### src/rtl/core/pli_pkg.sv
// ----------------------------------------------------------------------------
// pli_pkg
// Shared types for the positional list core: operation and status codes,
// controller states and the command/status bundles between controller and
// datapath.
// ----------------------------------------------------------------------------
package pli_pkg;

    typedef enum logic [1:0] {
        MODE_INSERT = 2'd0,
        MODE_DELETE = 2'd1,
        MODE_DUMP   = 2'd2
    } mode_t;

    typedef enum logic [1:0] {
        STAT_OK     = 2'd0,
        STAT_FULL   = 2'd1,
        STAT_BADPOS = 2'd2,
        STAT_EMPTY  = 2'd3
    } status_t;

    typedef enum logic {
        S_IDLE = 1'b0,
        S_DUMP = 1'b1
    } state_t;

    // controller to datapath
    typedef struct packed {
        logic    ins;
        logic    del;
        logic    res_load;
        status_t res_status;
        logic    dump_start;
        logic    dump_step;
    } cmd_t;

    // datapath to controller
    typedef struct packed {
        logic empty;
        logic full;
        logic pos_gt_cnt;
        logic pos_ge_cnt;
        logic out_free;
        logic dump_emit;
        logic dump_done;
    } stat_t;

endpackage

### src/rtl/core/pli_ctrl.sv
// ----------------------------------------------------------------------------
// pli_ctrl
// Controller: decodes each accepted operation, checks it against the list
// flags and sequences the dump walk over the entry array.
// ----------------------------------------------------------------------------
module pli_ctrl (
    input  logic            aclk,
    input  logic            aresetn,
    input  logic            s_tvalid,
    output logic            s_tready,
    input  logic [1:0]      mode,
    input  pli_pkg::stat_t  stat,
    output pli_pkg::cmd_t   cmd
);

    pli_pkg::state_t state_reg;
    pli_pkg::state_t state_next;

    always_ff @(posedge aclk) begin
        if (!aresetn) begin
            state_reg <= pli_pkg::S_IDLE;
        end else begin
            state_reg <= state_next;
        end
    end

    always_comb begin
        logic accept;
        state_next     = state_reg;
        cmd            = '0;
        cmd.res_status = pli_pkg::STAT_OK;
        s_tready       = 1'b0;
        accept         = 1'b0;
        unique case (state_reg)
            pli_pkg::S_IDLE: begin
                s_tready = stat.out_free;
                accept   = s_tvalid && stat.out_free;
                if (accept) begin
                    unique case (mode)
                        pli_pkg::MODE_INSERT: begin
                            cmd.res_load = 1'b1;
                            if (stat.pos_gt_cnt) begin
                                cmd.res_status = pli_pkg::STAT_BADPOS;
                            end else if (stat.full) begin
                                cmd.res_status = pli_pkg::STAT_FULL;
                            end else begin
                                cmd.ins = 1'b1;
                            end
                        end
                        pli_pkg::MODE_DELETE: begin
                            cmd.res_load = 1'b1;
                            if (stat.empty) begin
                                cmd.res_status = pli_pkg::STAT_EMPTY;
                            end else if (stat.pos_ge_cnt) begin
                                cmd.res_status = pli_pkg::STAT_BADPOS;
                            end else begin
                                cmd.del = 1'b1;
                            end
                        end
                        pli_pkg::MODE_DUMP: begin
                            if (stat.empty) begin
                                cmd.res_load   = 1'b1;
                                cmd.res_status = pli_pkg::STAT_EMPTY;
                            end else begin
                                cmd.dump_start = 1'b1;
                                state_next     = pli_pkg::S_DUMP;
                            end
                        end
                        default: begin
                            cmd.res_load   = 1'b1;
                            cmd.res_status = pli_pkg::STAT_BADPOS;
                        end
                    endcase
                end
            end
            pli_pkg::S_DUMP: begin
                // rotation steps past the live entries need no output slot
                cmd.dump_step = stat.dump_emit ? stat.out_free : 1'b1;
                if (cmd.dump_step && stat.dump_done) begin
                    state_next = pli_pkg::S_IDLE;
                end
            end
            default: begin
                state_next = pli_pkg::S_IDLE;
            end
        endcase
    end

endmodule

### src/rtl/core/pli_datapath.sv
// ----------------------------------------------------------------------------
// pli_datapath
// Entry array with one-step shift for insert and delete, a rotating walk for
// dump, the entry count and the result register.
// ----------------------------------------------------------------------------
module pli_datapath #(
    parameter int CAPACITY = 16
) (
    input  logic                aclk,
    input  logic                aresetn,
    input  logic [4:0]          position,
    input  logic signed [31:0]  value,
    input  pli_pkg::cmd_t       cmd,
    output pli_pkg::stat_t      stat,
    input  logic                m_tready,
    output logic                m_valid,
    output logic [1:0]          m_status,
    output logic signed [31:0]  m_entry_value,
    output logic [3:0]          m_entry_index,
    output logic [4:0]          m_count,
    output logic                m_last
);

    localparam int CntW = $clog2(CAPACITY + 1);
    localparam int RotW = $clog2(CAPACITY);
    localparam int CmpW = (CntW > 5) ? CntW : 5;

    logic [31:0]     entries_reg [CAPACITY];
    logic [CntW-1:0] cnt_reg;
    logic [CntW-1:0] cnt_next;
    logic [RotW-1:0] rot_reg;
    logic [CmpW-1:0] pos_w;
    logic [CmpW-1:0] cnt_w;
    logic            emit_last_w;

    logic               valid_reg;
    logic [1:0]         status_reg;
    logic signed [31:0] value_reg;
    logic [3:0]         index_reg;
    logic [4:0]         count_reg;
    logic               last_reg;

    assign pos_w = CmpW'(position);
    assign cnt_w = CmpW'(cnt_reg);

    assign stat.empty      = (cnt_reg == '0);
    assign stat.full       = (cnt_reg == CntW'(CAPACITY));
    assign stat.pos_gt_cnt = (pos_w > cnt_w);
    assign stat.pos_ge_cnt = (pos_w >= cnt_w);
    assign stat.out_free   = !valid_reg || m_tready;
    assign stat.dump_emit  = (CntW'(rot_reg) < cnt_reg);
    assign stat.dump_done  = (rot_reg == RotW'(CAPACITY - 1));

    assign emit_last_w = ((CntW'(rot_reg) + CntW'(1)) == cnt_reg);

    always_comb begin
        cnt_next = cnt_reg;
        if (cmd.ins) begin
            cnt_next = cnt_reg + CntW'(1);
        end else if (cmd.del) begin
            cnt_next = cnt_reg - CntW'(1);
        end
    end

    for (genvar g = 0; g < CAPACITY; g++) begin : g_entry
        logic [31:0] below_w;
        logic [31:0] above_w;
        logic [31:0] rot_src_w;

        if (g == 0) begin : g_first
            assign below_w = value;
        end else begin : g_inner_lo
            assign below_w = entries_reg[g-1];
        end

        if (g == CAPACITY - 1) begin : g_top
            assign above_w   = entries_reg[g];
            assign rot_src_w = entries_reg[0];
        end else begin : g_inner_hi
            assign above_w   = entries_reg[g+1];
            assign rot_src_w = entries_reg[g+1];
        end

        always_ff @(posedge aclk) begin
            if (cmd.ins && (pos_w <= CmpW'(g))) begin
                entries_reg[g] <= (pos_w == CmpW'(g)) ? value : below_w;
            end else if (cmd.del && (pos_w <= CmpW'(g))) begin
                entries_reg[g] <= above_w;
            end else if (cmd.dump_step) begin
                entries_reg[g] <= rot_src_w;
            end
        end
    end

    always_ff @(posedge aclk) begin
        if (!aresetn) begin
            cnt_reg <= '0;
            rot_reg <= '0;
        end else begin
            cnt_reg <= cnt_next;
            if (cmd.dump_start) begin
                rot_reg <= '0;
            end else if (cmd.dump_step) begin
                rot_reg <= rot_reg + RotW'(1);
            end
        end
    end

    // result register
    always_ff @(posedge aclk) begin
        if (!aresetn) begin
            valid_reg <= 1'b0;
        end else if (cmd.res_load || (cmd.dump_step && stat.dump_emit)) begin
            valid_reg <= 1'b1;
        end else if (m_tready) begin
            valid_reg <= 1'b0;
        end
    end

    always_ff @(posedge aclk) begin
        if (cmd.res_load) begin
            status_reg <= cmd.res_status;
            value_reg  <= '0;
            index_reg  <= '0;
            count_reg  <= 5'(cnt_next);
            last_reg   <= 1'b1;
        end else if (cmd.dump_step && stat.dump_emit) begin
            status_reg <= pli_pkg::STAT_OK;
            value_reg  <= entries_reg[0];
            index_reg  <= 4'(rot_reg);
            count_reg  <= 5'(cnt_reg);
            last_reg   <= emit_last_w;
        end
    end

    assign m_valid       = valid_reg;
    assign m_status      = status_reg;
    assign m_entry_value = value_reg;
    assign m_entry_index = index_reg;
    assign m_count       = count_reg;
    assign m_last        = last_reg;

endmodule

### src/rtl/core/positional_list_insert_delete_core.sv
// ----------------------------------------------------------------------------
// positional_list_insert_delete_core
// Ordered list of signed 32-bit words with insert, delete and dump by position.
// ----------------------------------------------------------------------------
// Usage: each input beat on the s_ channel carries one operation. Insert and
// delete shift the entries from the given position on and return one result
// beat, with tlast high, in the cycle after acceptance; a new operation can be
// taken every cycle as long as the result register is free or being drained.
// Dump of a non-empty list walks the array by rotating it one place per cycle,
// save where an output stall holds it, until it is back in its original order,
// sending one result beat per live entry (tlast on the final one); no input is
// taken during the walk. A dump of an empty list returns one beat with status
// empty. Failing operations leave the list untouched and report full, bad
// position or empty in status.
// Reset clears the entry count and the result valid; entries need no clear.
// A stall on m_tready holds the result register; the block then stops taking
// input (or stops the walk while on live entries) until the pending beat is taken.
// ----------------------------------------------------------------------------
module positional_list_insert_delete_core #(
    parameter int CAPACITY = 16
) (
    input  logic        aclk,
    input  logic        aresetn,
    input  logic        s_tvalid,
    output logic        s_tready,
    input  logic [39:0] s_tdata,   // mode[1:0], position[6:2], value[38:7], zero pad
    output logic        m_tvalid,
    input  logic        m_tready,
    output logic [47:0] m_tdata,   // status[1:0], entry_value[33:2],
                                   // entry_index[37:34], count[42:38], zero pad
    output logic        m_tlast
);

    pli_pkg::cmd_t  cmd;
    pli_pkg::stat_t stat;

    logic [1:0]         in_mode;
    logic [4:0]         in_position;
    logic signed [31:0] in_value;

    logic [1:0]         out_status;
    logic signed [31:0] out_value;
    logic [3:0]         out_index;
    logic [4:0]         out_count;

    assign in_mode     = s_tdata[1:0];
    assign in_position = s_tdata[6:2];
    assign in_value    = s_tdata[38:7];

    pli_ctrl u_ctrl (
        .aclk     (aclk),
        .aresetn  (aresetn),
        .s_tvalid (s_tvalid),
        .s_tready (s_tready),
        .mode     (in_mode),
        .stat     (stat),
        .cmd      (cmd)
    );

    pli_datapath #(
        .CAPACITY (CAPACITY)
    ) u_datapath (
        .aclk          (aclk),
        .aresetn       (aresetn),
        .position      (in_position),
        .value         (in_value),
        .cmd           (cmd),
        .stat          (stat),
        .m_tready      (m_tready),
        .m_valid       (m_tvalid),
        .m_status      (out_status),
        .m_entry_value (out_value),
        .m_entry_index (out_index),
        .m_count       (out_count),
        .m_last        (m_tlast)
    );

    assign m_tdata = {5'b0, out_count, out_index, out_value, out_status};

endmodule
### config.mk
export PLATFORM = sky130hd
export DESIGN_NAME = positional_list_insert_delete_core
export DESIGN_NICKNAME = d
export VERILOG_FILES = /design/src/rtl/core/pli_pkg.sv /design/src/rtl/core/pli_ctrl.sv /design/src/rtl/core/pli_datapath.sv /design/src/rtl/core/positional_list_insert_delete_core.sv
export SDC_FILE = /design/constraint.sdc
export NUM_CORES = 1
export LEC_CHECK = 0
export BUFFER_PORTS_ARGS = -buffer_cell sky130_fd_sc_hd__buf_4
export CAP_MARGIN = 5
export CORE_MARGIN = 4
export CORE_UTILIZATION = 25
export CTS_CLUSTER_DIAMETER = 100
export DETAILED_ROUTE_END_ITERATION = 8
export HOLD_SLACK_MARGIN = 0.05
export PLACE_DENSITY_LB_ADDON = 0.05
export SYNTH_ARGS = -nofsm -noshare
export SYNTH_HDL_FRONTEND = slang
export SYNTH_SLANG_ARGS = --single-unit
### constraint.sdc
create_clock -name aclk -period 4.8 [get_ports aclk]
set_input_delay 0.72 -clock aclk [delete_from_list [all_inputs] [get_ports aclk]]
set_output_delay 0.72 -clock aclk [all_outputs]
set_load 0.02 [all_outputs]
# Word-level counts from Yosys, hierarchy flattened
# Memory sizes are Yosys's and may differ from the RTL's.
# Cells that the tools add are included.
[word_totals]
memories = 1
in_bits = 44
wordCells = 336
output_inout_bits = 51
regBits = 55
ram_bits = 512
[mem_list]
columns = ["name", "depth", "width", "rd", "rd_clocked_by_memory_dff", "write_ports", "line", "source"]
rows = [
  ["u_datapath.entries_reg", 16, 32, 16, 0, 16, "pli_datapath.sv:28", "logic [31:0] entries_reg [CAPACITY];"],
]
[classes]
n_bitwise = 34
reduce_logical = 43
magnitude_cmp = 19
n_eq_ne = 20
n_addsub = 4
n_mux = 206
[ops]
columns = ["op", "count"]
rows = [
  ["2-to-1 mux 32 bit", 47],
  ["2-to-1 mux 1 bit", 145],
  ["== test 5 x 4 -> 1 bit, second input constant", 8],
  ["less-or-equal comparator 5 x 4 -> 1 bit, second input constant", 8],
  ["logical AND 1 bit", 35],
  ["bitwise OR 1 bit", 32],
  ["== test 5 x 3 -> 1 bit, second input constant", 4],
  ["less-or-equal comparator 5 x 3 -> 1 bit, second input constant", 4],
  ["2-to-1 mux 5 bit", 4],
  ["2-to-1 mux 6 bit", 2],
  ["== test 5 x 2 -> 1 bit, second input constant", 2],
  ["less-or-equal comparator 5 x 1 -> 1 bit, second input constant", 2],
  ["less-or-equal comparator 5 x 2 -> 1 bit, second input constant", 2],
  ["2-to-1 mux 2 bit", 5],
  ["one-hot mux 3 bit (3 select lines)", 1],
  ["adder 4 x 1 -> 5 bit, second input constant", 1],
  ["adder 5 x 1 -> 5 bit, second input constant", 1],
  ["== test 5 x 1 -> 1 bit, second input constant", 1],
  ["== test 5 bit", 1],
  ["== test 5 bit, second input constant", 1],
  [">= comparator 5 bit", 1],
  ["> comparator 5 bit", 1],
  ["logical NOT 5 bit", 1],
  ["less-than comparator 4 x 5 -> 1 bit", 1],
  ["13 further kinds", 16],
]

# Logic depth before layout (Yosys ltp)
# Gate-level depths: netlist (run 1).
[logic_depth]
ltp_word = 12
ltp_mapped = 12
depth_no_buf = 8

# Modules after synthesis
# A second synthesis (run 1) with hierarchy kept.
[hier_totals]
cells_unflattened = 2181
hier_area_um2 = 30284.0
[by_module_without_submodules]
columns = ["module", "area_each_um2", "instances", "cells_each"]
rows = [
  ["pli_datapath", 30066.3, 1, 2155],
  ["pli_ctrl", 176.4, 1, 20],
  ["positional_list_insert_delete_core", 41.3, 1, 6],
]

# Worst setup path before layout (run 1)
# OpenSTA, ideal clock, no wires.
[synth_timing]
kind = "in2reg"
from = "input s_tdata[2]"
to = "memory u_datapath.entries_reg[6][0] (netlist: u_datapath.entries_reg[0][192]) (enable)"
t_required_ps = 4334
path_stages = 10
path_slack_ps = -284
arrival_time_ps = 4618
setup_ps = 466
path_cell_list = "buf_2 inv_1 ha_1 a31oi_1 nand3b_1 buf_6 buf_12 o22a_1 clkbuf_1 o21ai_0"
[synth_lines]
columns = ["element", "line", "source"]
rows = [
  ["from (decl)", "positional_list_insert_delete_core.sv:26", "input logic [39:0] s_tdata,"],
  ["to (decl)", "pli_datapath.sv:28", ""],
]

==> reports/qor.yml, run 1 <==
power.leakage_nw: 12.0
dpl_worst_slack_ns: 0.646
ys.warnings.count: 0
drt-initial-drc-count: 1030
wirelength_mm: 105
io_pins: 95
critical_path.max_fanout: 64
final.fill_count: 12000
power_spent_charging_and_discharging_nets_w: 0.00266
achievable-frequency_ghz: 0.248
outcome: "completed"
dominantRegCellSynth: "sky130_fd_sc_hd__edfxtp_1"
switching_share: 0.233
cts_max_path_buffers: 3
largest_net_degree_at_the_start_of_global_routing: 65
flip_flop_count_of_the_largest_register_all_copies_and_words_added: 512
detail_route.drc_violations: 0
dp.final_hpwl_mm: 68.4
cts_tree: "built"
postLayoutSetupSlackWorst_ns: 0.762
cts.reportedPaths.clkPinSlew_ns: 0.05
maxCapViolCount: 0
setup_tns_ns: 0
antenna_violations_before_repair: 1
globalRoute.totalOverflow: 0
hold_class: "primary input to flop"
finalWeightedCongestion: 0.765
worst_margin_slew_ns: 1.32
area_growth_syn_to_layout_pct: 16.0
cts_hold_buffers: 0
die_w_um: 349
critPathLaunchType: "flop"
setup_viol: 0
drv_slew: 0
ys_seq_elements: 567
finalCriticalPeriod_ns: 4.04
vdd.ir_drop.worst_mv: 0.233
wire_length_of_the_first_global_routing_pass_mm: 152
final.setup_skew_ns: 0.0173
worst-setup-path-type: "flop to flop"
synthArstFlopShare: 0
h-tree-depth: 3
core_region_area_um2: 115000
drt_pre_antenna_iters: 6
effective_utilization_at_floorplan: 0.253
sequential_share_of_power: 0.478
die_y_um: 349
post-route-period-util: 0.841
slew-limit-headroom: 0.114
first_global_vias: 22700
synth.cell_area_um2: 29100
design.die.area_um2: 122000
timing.critical_path.to_type: "flop"
syn_inst: 2554
grt_setup_unrepaired: "no"
timing.hold.ws_ns: 0.371
number_of_nets_in_the_layout: 2629
cts_made_buffers: 75
power_density_nw_per_um2: 339
number_of_enable_flip_flop_cells_after_synthesis: 519
power.share.clock: 0.474
drive_above_1_share: 0.124
routed_wire_per_std_cell_um: 25.4
clock_tree.root_cell: "sky130_fd_sc_hd__clkbuf_16"
clkSinkCount: 567
grt_util_all_layers: 0.169
worst_skew_pair.late_latency_ns: 0.64
critical_path_arrival_ns: 4.38
post-cts-setup-buffer-count: 0
timing.critical_path.required_ns: 5.14
detailroute.via_count: 20500
drt.antenna.violating_nets: 0
syn_avg_cell_area_um2: 11.4
postLayoutCoreUtil: 0.294
p_comb_frac: 0.048
final-hold-violation-count: 0
yosysUniqueCellTypes: 57
routed_via_density: 4.95
post_cts_resized: 0
power_report.internal_total_w: 0.00877
num_rows: 124
synth.yosys.seq_area_share: 0.569
io_buffer_count: 88
cells by family after synthesis:
logic type	Yosys count	synth area share
compound gates	585	0.112
xor+xnor	9	0.00271
flops	567	0.569
buf+inv	217	0.0381
mux	516	0.183
simple gates	646	0.0892
fa+ha+maj	13	0.00560
other cells	1	0.000129
path summary, 6_finish.rpt:
check	from	to	slack [ns]	depth (start not counted)
max	u_datapath.cnt_reg[1]	u_datapath.entries_reg[0][185]	0.76	10
min	aresetn	u_datapath.cnt_reg[3]	0.37	2
max reg2reg	u_datapath.cnt_reg[1]	u_datapath.entries_reg[0][185]	0.76	10
min reg2reg	u_datapath.m_entry_value[28]	u_datapath.m_entry_value[28]	0.46	2
synthesized netlist by cell type, types with 2 or more instances:
master | n | area, µm²
sky130_fd_sc_hd__nand2_1 | 542 | 2030
sky130_fd_sc_hd__edfxtp_1 | 519 | 15600
sky130_fd_sc_hd__mux2i_1 | 484 | 4840
sky130_fd_sc_hd__o21ai_0 | 433 | 2170
sky130_fd_sc_hd__clkbuf_1 | 109 | 409
sky130_fd_sc_hd__a21oi_1 | 73 | 365
sky130_fd_sc_hd__nor2_1 | 54 | 203
sky130_fd_sc_hd__dfxtp_1 | 48 | 961
sky130_fd_sc_hd__buf_2 | 40 | 200
sky130_fd_sc_hd__o21ai_1 | 37 | 185
sky130_fd_sc_hd__mux2_4 | 30 | 450
sky130_fd_sc_hd__buf_6 | 23 | 259
sky130_fd_sc_hd__o31ai_4 | 14 | 298
sky130_fd_sc_hd__buf_1 | 13 | 48.8
sky130_fd_sc_hd__ha_1 | 13 | 163
sky130_fd_sc_hd__buf_4 | 12 | 90.1
sky130_fd_sc_hd__inv_1 | 11 | 41.3
sky130_fd_sc_hd__clkbuf_2 | 8 | 40.0
sky130_fd_sc_hd__nand3_1 | 7 | 35.0
sky130_fd_sc_hd__xnor2_1 | 7 | 61.3
sky130_fd_sc_hd__nor2b_1 | 6 | 37.5
sky130_fd_sc_hd__nor3_1 | 6 | 30.0
sky130_fd_sc_hd__a21o_1 | 4 | 30.0
sky130_fd_sc_hd__and3_1 | 4 | 25.0
sky130_fd_sc_hd__o21bai_1 | 4 | 30.0
sky130_fd_sc_hd__or3_1 | 4 | 25.0
sky130_fd_sc_hd__a31oi_1 | 3 | 18.8
sky130_fd_sc_hd__and2_1 | 3 | 18.8
sky130_fd_sc_hd__nand2b_1 | 3 | 18.8
sky130_fd_sc_hd__nor3_2 | 3 | 30.0
sky130_fd_sc_hd__o211ai_1 | 3 | 22.5
sky130_fd_sc_hd__mux2_2 | 2 | 22.5
sky130_fd_sc_hd__nand4_1 | 2 | 12.5
sky130_fd_sc_hd__nor3b_1 | 2 | 15.0
sky130_fd_sc_hd__nor3b_2 | 2 | 25.0
sky130_fd_sc_hd__nor4_2 | 2 | 25.0
sky130_fd_sc_hd__o31a_1 | 2 | 17.5
sky130_fd_sc_hd__o31ai_1 | 2 | 15.0
sky130_fd_sc_hd__xor2_1 | 2 | 17.5
power by group through the flow:
stage               sequential (W)  clock [W]  combinational (W)
detailed placement         0.00557          0           0.000559
CTS                        0.00547    0.00563           0.000560
floorplan                  0.00556          0           0.000319
global route               0.00547    0.00581           0.000595
global placement           0.00557          0           0.000553
finish                     0.00547    0.00542           0.000547
per-layer routing:
layer | GRT usage | vias up | share of wire
li1 | - | 9329 | -
met1 | 0.191 | 10700 | 0.40
met2 | 0.328 | 259 | 0.54
met3 | 0.0218 | 145 | 0.021
met4 | 0.0539 | 0 | 0.032
met5 | 0 | - | 0
layout make-up:
cell class / instances / area (µm²) / share of cell area
flip-flops and latches: 567 / 16500 / 0.491
multi-input cells: 1774 / 11700 / 0.347
clock buffers: 106 / 2160 / 0.0641
well taps: 1512 / 1890 / 0.0561
repair buffers: 143 / 1240 / 0.0369
clock inverters: 22 / 121 / 0.00360
inverters: 11 / 41.3 / 0.00122
diodes: 1 / 2.50 / 0.0000742
per-stage QoR:
| stage | area [µm²] | std cells | power [W] |
|---|---|---|---|
| after global routing | 33700 | 4135 | 0.0119 |
| final | 33700 | 4136 | 0.0114 |
| after detailed placement | 31400 | 4004 | 0.00613 |
| after floorplan | 29100 | 2558 | 0.00588 |
| after global placement | 31300 | 4002 | 0.00613 |
| after CTS | 33600 | 4132 | 0.0117 |
placed cells by master (no fill, tap or decap), types with 37 or more instances in the layout:
| master | count |
|---|---|
| sky130_fd_sc_hd__a21oi_1 | 73 |
| sky130_fd_sc_hd__buf_4 | 130 |
| sky130_fd_sc_hd__clkbuf_16 | 82 |
| sky130_fd_sc_hd__dfxtp_1 | 48 |
| sky130_fd_sc_hd__edfxtp_1 | 519 |
| sky130_fd_sc_hd__mux2i_1 | 484 |
| sky130_fd_sc_hd__nand2_1 | 533 |
| sky130_fd_sc_hd__nor2_1 | 53 |
| sky130_fd_sc_hd__o21ai_0 | 419 |
| sky130_fd_sc_hd__o21ai_1 | 37 |
worst max-delay path, cell delays in order, from the launching register on:
cell	delay [ns]
sky130_fd_sc_hd__dfxtp_1	0.44
sky130_fd_sc_hd__inv_1	0.19
sky130_fd_sc_hd__ha_1	0.30
sky130_fd_sc_hd__nor2b_1	0.13
sky130_fd_sc_hd__o211ai_1	0.28
sky130_fd_sc_hd__a311o_2	0.96
sky130_fd_sc_hd__buf_4	0.45
sky130_fd_sc_hd__o31ai_4	0.11
sky130_fd_sc_hd__buf_4	0.37
sky130_fd_sc_hd__nand2_1	0.31
sky130_fd_sc_hd__o21ai_0	0.12
No activity file was read; power rests on OpenSTA's default activity.
==> inputs of run 2 (changes only) <==
--- a/config.mk
+++ b/config.mk
@@ -5,6 +5,7 @@
 export SDC_FILE = /design/constraint.sdc
 export NUM_CORES = 1
 export LEC_CHECK = 0
+export ABC_AREA = 1
 export BUFFER_PORTS_ARGS = -buffer_cell sky130_fd_sc_hd__buf_4
 export CAP_MARGIN = 5
 export CORE_MARGIN = 4
==> constraint.sdc (replaced) <==
create_clock -name aclk -period 3.85 [get_ports aclk]
set_input_delay 0.5775 -clock aclk [delete_from_list [all_inputs] [get_ports aclk]]
set_output_delay 0.5775 -clock aclk [all_outputs]
set_load 0.02 [all_outputs]
==> run 2 against run 1 <==
Synthesized area increased by 3.4%. Utilization decreased by 0.10 points. Fmax rose by 27%. Setup slack worse by 0.091 ns. Clock skew down 0.0035 ns. Total power increased by 24%. Clock power rose by 24%. Cell count increased by 29%. Via count rose by 22%. Sequential cell count is the same. Critical path depth grew 2.
==> reports/qor.yml, run 2 <==
dominantRegCellSynth: "sky130_fd_sc_hd__edfxtp_1"
worst_skew_pair.late_latency_ns: 0.64  # about the same
h-tree-depth: 3  # unchanged
stdcell_area_um2: 34700  # +3.0%
drive_above_1_share: 0.0816  # -0.0423
post-cts-setup-buffer-count: 0  # unchanged
globalRoute.totalOverflow: 0  # unchanged
layout.cells.most_common_list: "1491 x sky130_fd_sc_hd__nand2_1, 522 x sky130_fd_sc_hd__o21ai_0, 519 x sky130_fd_sc_hd__edfxtp_1"
effective_utilization_at_floorplan: 0.253  # about the same
maxCapViolCount: 0  # unchanged
worst_r2r_path_depth: 12  # +2
wirelength_mm: 117  # +11%
synth.yosys.seq_area_share: 0.551  # -0.0186
num_rows: 126  # +1.6%
drt.antenna.violating_nets: 0  # unchanged
post_cts_resized: 0  # unchanged
worst-setup-path-type: "flop to flop"
cts.reportedPaths.clkPinSlew_ns: 0.06  # about the same
power.leakage_nw: 14.3  # +19%
r2r_end: "u_datapath.entries_reg[0][167]"
mostFrequentLayoutCell: "sky130_fd_sc_hd__nand2_1"
post-route-period-util: 0.826  # -0.0155
outcome: "completed"
worst_margin_slew_ns: 1.20  # -0.127 ns
min_delay_path_depth: 3  # +1
setup_viol: 0  # unchanged
critical_path.max_fanout: 32  # -50%
io_pins: 95  # unchanged
drt_pre_antenna_iters: 5  # -1
syn_avg_cell_area_um2: 8.11  # -29%
vdd.ir_drop.worst_mv: 0.262  # +13%
cts_made_buffers: 74  # -1.3%
reg2reg_slack_ns: 0.67  # -0.09 ns
finalNonFillerCells: 5328  # +29%
number_of_enable_flip_flop_cells_after_synthesis: 519  # unchanged
clkSinkCount: 567  # unchanged
final.setup_skew_ns: 0.0138  # -0.00354 ns
synthArstFlopShare: 0  # unchanged
design.die.area_um2: 126000  # +3.3%
timing.critical_path.to_type: "flop"
power_density_nw_per_um2: 408  # +20%
area_growth_syn_to_layout_pct: 15.6
flip_flop_count_of_the_largest_register_all_copies_and_words_added: 512  # unchanged
most_area_consuming_cells_after_synthesis: "sky130_fd_sc_hd__edfxtp_1 52%, sky130_fd_sc_hd__nand2_1 19%, sky130_fd_sc_hd__o21ai_0 8.8%"
grt_util_all_layers: 0.182  # +0.0128
antenna_violations_before_repair: 1  # unchanged
ys_seq_elements: 567  # unchanged
die_y_um: 355  # +1.6%
finalWeightedCongestion: 0.761  # -0.46%
detail_route.drc_violations: 0  # unchanged
place.detailed.instances: 5196  # +30%
yosysUniqueCellTypes: 33  # -42%
netlist.area_leader.share: 0.519  # -0.0175
top_cell_type_by_total_area_after_synthesis: "sky130_fd_sc_hd__edfxtp_1"
drt-initial-drc-count: 2332  # +130%
syn_inst: 3706  # +45%
detailroute.via_count: 24900  # +22%
holdCritStartpoint: "aresetn"
clock_tree.root_cell: "sky130_fd_sc_hd__clkbuf_16"
synth.cell_area_um2: 30000  # +3.4%
slew-limit-headroom: 0.200  # +0.0865
routed_wire_per_std_cell_um: 22.0  # -14%
cts_hold_buffers: 0  # unchanged
cts_tree: "built"
timing.critical_path.required_ns: 4.13  # -1.01 ns
rr_startpoint: "u_datapath.cnt_reg[2]"
number_of_nets_in_the_layout: 3729  # +42%
core_region_area_um2: 119000  # +3.4%
min_to: "u_datapath.m_valid"
dp.final_hpwl_mm: 75.9  # +11%
critPathLaunchType: "flop"
wire_length_of_the_first_global_routing_pass_mm: 172  # +13%
synthMostInstantiatedCell: "sky130_fd_sc_hd__nand2_1"
hold_class: "primary input to flop"
final-hold-violation-count: 0  # unchanged
achievable-frequency_ghz: 0.315  # +27%
synthTopCellsByCount: "1495 x sky130_fd_sc_hd__nand2_1, 528 x sky130_fd_sc_hd__o21ai_0, 519 x sky130_fd_sc_hd__edfxtp_1"
io_buffer_count: 88  # unchanged
first_global_vias: 23800  # +4.9%
grt_setup_unrepaired: "no"
ys.warnings.count: 0  # unchanged
critical_path_arrival_ns: 3.45  # -0.93 ns
drv_slew: 0  # unchanged
finalCriticalPeriod_ns: 3.18  # -0.859 ns
postPlaceCellArea_um2: 32500  # +3.6%
setup_tns_ns: 0  # unchanged
die_w_um: 355  # +1.6%
routed_via_density: 4.68  # -5.4%
largest_net_degree_at_the_start_of_global_routing: 102  # +57%
cts_max_path_buffers: 3  # unchanged
timing.hold.ws_ns: 0.170  # -0.202 ns
## run 2: worst max path at each step
stage,cells after the start,startpoint,slack [ns],endpoint
CTS,12,u_datapath.cnt_reg[2],0.66,u_datapath.entries_reg[0][39]
global placement,12,s_tdata[6],0.55,u_datapath.entries_reg[0][171]
floorplan,11,s_tdata[2],-0.58,u_datapath.entries_reg[0][100]
finish,12,u_datapath.cnt_reg[2],0.67,u_datapath.entries_reg[0][167]
detailed placement,12,s_tdata[6],0.57,u_datapath.entries_reg[0][43]
global route,12,u_datapath.cnt_reg[2],0.39,u_datapath.entries_reg[0][42]
## run 2: through the flow
| stage | worst slack, ns | power (W) | utilization |
|---|---|---|---|
| floorplan | -0.578 | 0.00730 | - |
| global placement | 0.545 | 0.00760 | 0.274 |
| detailed placement | 0.568 | 0.00760 | 0.274 |
| CTS | 0.660 | 0.0144 | 0.293 |
| global route | 0.386 | 0.0147 | 0.293 |
| finish | 0.671 | 0.0142 | 0.293 |
## run 2: cells by family after synthesis
family	after synthesis	synth area share
simple gates	2091	0.281
buf+inv	402	0.0562
compound gates	626	0.105
fa+ha+maj	13	0.00541
flops	567	0.551
xor+xnor	6	0.00175
other cells	1	0.000125
## run 2: where the power goes
part	switching (W)	internal, W	leakage, nW
clock	0.00286	0.00384	1.08
sequential	0.0000425	0.00675	5.07
combinational	0.000493	0.000183	8.13
total	0.00339	0.0108	14.3
## run 2: layer usage
layer,routed length (µm),global-route usage
met2,46300,0.252
met1,63200,0.297
met5,0,0
met4,1690,0.0385
met3,5860,0.0216
## run 2: cell type report
type / count / area, µm²
clock buffer: 110 / 2110
multi-input combinational: 2741 / 12000
sequential: 567 / 16500
inverter: 108 / 405
antenna: 1 / 2.50
fill: 13000 / 84000
tap: 1600 / 2000
clock inverter: 21 / 118
timing repair buffer: 180 / 1580
## run 2: critical path, stage by stage, from the launching register on
cell and delay, ns:
sky130_fd_sc_hd__dfxtp_1 0.49, sky130_fd_sc_hd__inv_1 0.19, sky130_fd_sc_hd__ha_1 0.32, sky130_fd_sc_hd__nand2_1 0.06, sky130_fd_sc_hd__nand2_1 0.05, sky130_fd_sc_hd__nand2_1 0.06
sky130_fd_sc_hd__nand3_1 0.20, sky130_fd_sc_hd__nand2_1 0.22, sky130_fd_sc_hd__nand2_1 0.09, sky130_fd_sc_hd__nand2_1 0.10, sky130_fd_sc_hd__inv_1 0.28, sky130_fd_sc_hd__o21ai_4 0.22
sky130_fd_sc_hd__buf_4 0.50
==> inputs of run 3 (changes only) <==
--- a/config.mk
+++ b/config.mk
@@ -5,7 +5,7 @@
 export SDC_FILE = /design/constraint.sdc
 export NUM_CORES = 1
 export LEC_CHECK = 0
-export ABC_AREA = 1
+export ABC_AREA = 0
 export BUFFER_PORTS_ARGS = -buffer_cell sky130_fd_sc_hd__buf_4
 export CAP_MARGIN = 5
 export CORE_MARGIN = 4
==> constraint.sdc (replaced) <==
create_clock -name aclk -period 2.9 [get_ports aclk]
set_input_delay 0.435 -clock aclk [delete_from_list [all_inputs] [get_ports aclk]]
set_output_delay 0.435 -clock aclk [all_outputs]
set_load 0.02 [all_outputs]
==> run 3 against run 2 <==
Cell count is 21% lower. Clock-buffer cell count is 2 higher. Register-to-register slack worse by 0.59 ns. Highest routed layer unchanged. Via count is 18% lower. Wire length is 7.1% lower. Clock skew is 0.020 ns higher. Largest power group unchanged. Clock power is 30% higher. Die area is 3.2% lower. Global-route usage is 1.1 points lower. Fmax is 13% higher. Largest cell class unchanged.
==> reports/qor.yml, run 3 (synthesis gave the netlist of run 1 again) <==
outcome: "completed"
worst-setup-path-type: "flop to flop"
finalCriticalPeriod_ns: 2.82  # -0.364 ns
core_region_area_um2: 115000  # -3.3%
worst_margin_slew_ns: 1.04  # -0.157 ns
place.detailed.instances: 4057  # -22%
switching_share: 0.234  # -0.00585
drv_slew: 0  # unchanged
timing.critical_path.to_type: "flop"
timing.critical_path.required_ns: 3.27  # -0.86 ns
worst_skew_pair.late_latency_ns: 0.64  # about the same
cts_made_buffers: 74  # unchanged
final.setup_skew_ns: 0.0338  # +0.0200 ns
layout.cells.most_common_list: "533 x sky130_fd_sc_hd__nand2_1, 519 x sky130_fd_sc_hd__edfxtp_1, 484 x sky130_fd_sc_hd__mux2i_1"
drt-initial-drc-count: 1001  # -57%
p_comb_frac: 0.053  # +0.005
vdd.ir_drop.worst_mv: 0.469  # +79%
clkSinkCount: 567  # unchanged
io_buffer_count: 88  # unchanged
post-route-period-util: 0.971  # +0.145
area_growth_syn_to_layout_pct: 19.8
routed_wire_per_std_cell_um: 25.9  # +18%
wire_length_of_the_first_global_routing_pass_mm: 154  # -10%
slew-limit-headroom: 0.299  # +0.0983
detail_route.drc_violations: 0  # unchanged
power.share.clock: 0.465  # -0.008
wirelength_mm: 109  # -7.1%
slowest_stage: "sky130_fd_sc_hd__dfxtp_4"
list_of_cells_traversed_by_the_critical_path: "inv_2 -> ha_1 -> nor2b_1 -> o211ai_1 -> buf_4 -> a311o_2 -> buf_12 -> buf_4 -> o31ai_4 -> buf_12 -> buf_8 -> o21ai_0"
setup_viol: 0  # unchanged
final-hold-violation-count: 0  # unchanged
globalRoute.totalOverflow: 0  # unchanged
drt.antenna.violating_nets: 0  # unchanged
setup_tns_ns: 0  # unchanged
detailroute.via_count: 20600  # -18%
num_rows: 124  # -1.6%
slowest_delay_ns: 0.39  # -0.11 ns
finalNonFillerCells: 4200  # -21%
mostFrequentLayoutCell: "sky130_fd_sc_hd__nand2_1"
grt_util_all_layers: 0.171  # -0.0112
cts_tree: "built"
drt_pre_antenna_iters: 5  # unchanged
critical_path_arrival_ns: 3.19  # -0.26 ns
cts.reportedPaths.clkPinSlew_ns: 0.05  # about the same
dp.final_hpwl_mm: 71.7  # -5.5%
cts_max_path_buffers: 3  # unchanged
sequential_share_of_power: 0.482  # +0.003
cts_hold_buffers: 0  # unchanged
clock_tree.root_cell: "sky130_fd_sc_hd__clkbuf_16"
critPathLaunchType: "flop"
power_spent_charging_and_discharging_nets_w: 0.00439  # +29%
power_report.internal_total_w: 0.0144  # +33%
largest_net_degree_at_the_start_of_global_routing: 65  # -36%
design.die.area_um2: 122000  # -3.2%
finalWeightedCongestion: 0.785  # +3.1%
h-tree-depth: 3  # unchanged
die_w_um: 349  # -1.6%
drive_above_1_share: 0.146  # +0.0647
antenna_violations_before_repair: 0  # -1
flip_flop_count_of_the_largest_register_all_copies_and_words_added: 512  # unchanged
number_of_nets_in_the_layout: 2689  # -28%
die_y_um: 349  # -1.6%
effective_utilization_at_floorplan: 0.253  # about the same
achievable-frequency_ghz: 0.355  # +13%
hold_class: "primary input to flop"
critical_path.max_fanout: 17  # -47%
maxCapViolCount: 0  # unchanged
first_global_vias: 22700  # -4.3%
power.leakage_nw: 12.4  # -13%
routed_via_density: 4.89  # +4.5%
power_density_nw_per_um2: 539  # +32%
io_pins: 95  # unchanged
## run 3: layout make-up
type,instances,area (µm²)
Antenna cell,1,2.50
Clock buffer,112,2060
Clock inverter,19,148
Fill cell,11900,80000
Inverter,11,48.8
Multi-Input combinational cell,1774,11800
Sequential cell,567,16600
Tap cell,1512,1890
Timing Repair Buffer,204,2360
## run 3: critical path, delay by kind of cell (launching register included)
kind                       cells  cell delay (ns)
and+or+nand+nor                1             0.14
adders and majority gates      1             0.28
DFF                            1             0.39
buffers and inverters          6             1.04
AOI/OAI and AO/OA              4             0.68
## run 3: repair_timing
action	in CTS	in global routing
gates resized for setup	0	16
setup buffers	0	5
endpoints found under the setup margin	0	79
## run 3: routing by layer
layer	wire, µm	track usage	up-vias
li1	-	-	9466
met2	58300	0.327	303
met1	43700	0.192	10600
met3	2600	0.0231	187
met4	4200	0.0638	0
met5	0	0	-
## run 3: final timing paths
check | startpoint | to | depth (start not counted) | slack (ns)
max | u_datapath.cnt_reg[1] | u_datapath.entries_reg[1][10] | 12 | 0.08
min | aresetn | u_datapath.cnt_reg[3] | 2 | 0.1
max reg2reg | u_datapath.cnt_reg[1] | u_datapath.entries_reg[1][10] | 12 | 0.08
min reg2reg | u_datapath.m_entry_value[23] | u_datapath.m_entry_value[23] | 2 | 0.46
## run 3: stage by stage
stage          area (µm²)  worst slack [ns]  total power, W  hold WS (ns)   util
6_report            34800            0.0846          0.0188        0.0954  0.303
5_1_grt             34800           -0.0112          0.0195        0.0839  0.303
4_1_cts             34600            0.0768          0.0191        0.0508  0.302
3_5_place_dp        32400            0.0872          0.0102         0.452  0.282
3_3_place_gp        32400            0.0745          0.0102         0.452  0.282
2_1_floorplan       29400            -0.168         0.00975         0.462      -
## run 3: power groups by stage
stage | combinational, W | clock [W] | sequential [W]
detailed placement | 0.00100 | 0 | 0.00923
global route | 0.00108 | 0.00933 | 0.00905
global placement | 0.000992 | 0 | 0.00922
CTS | 0.00101 | 0.00903 | 0.00905
finish | 0.000991 | 0.00872 | 0.00905
floorplan | 0.000555 | 0 | 0.00919
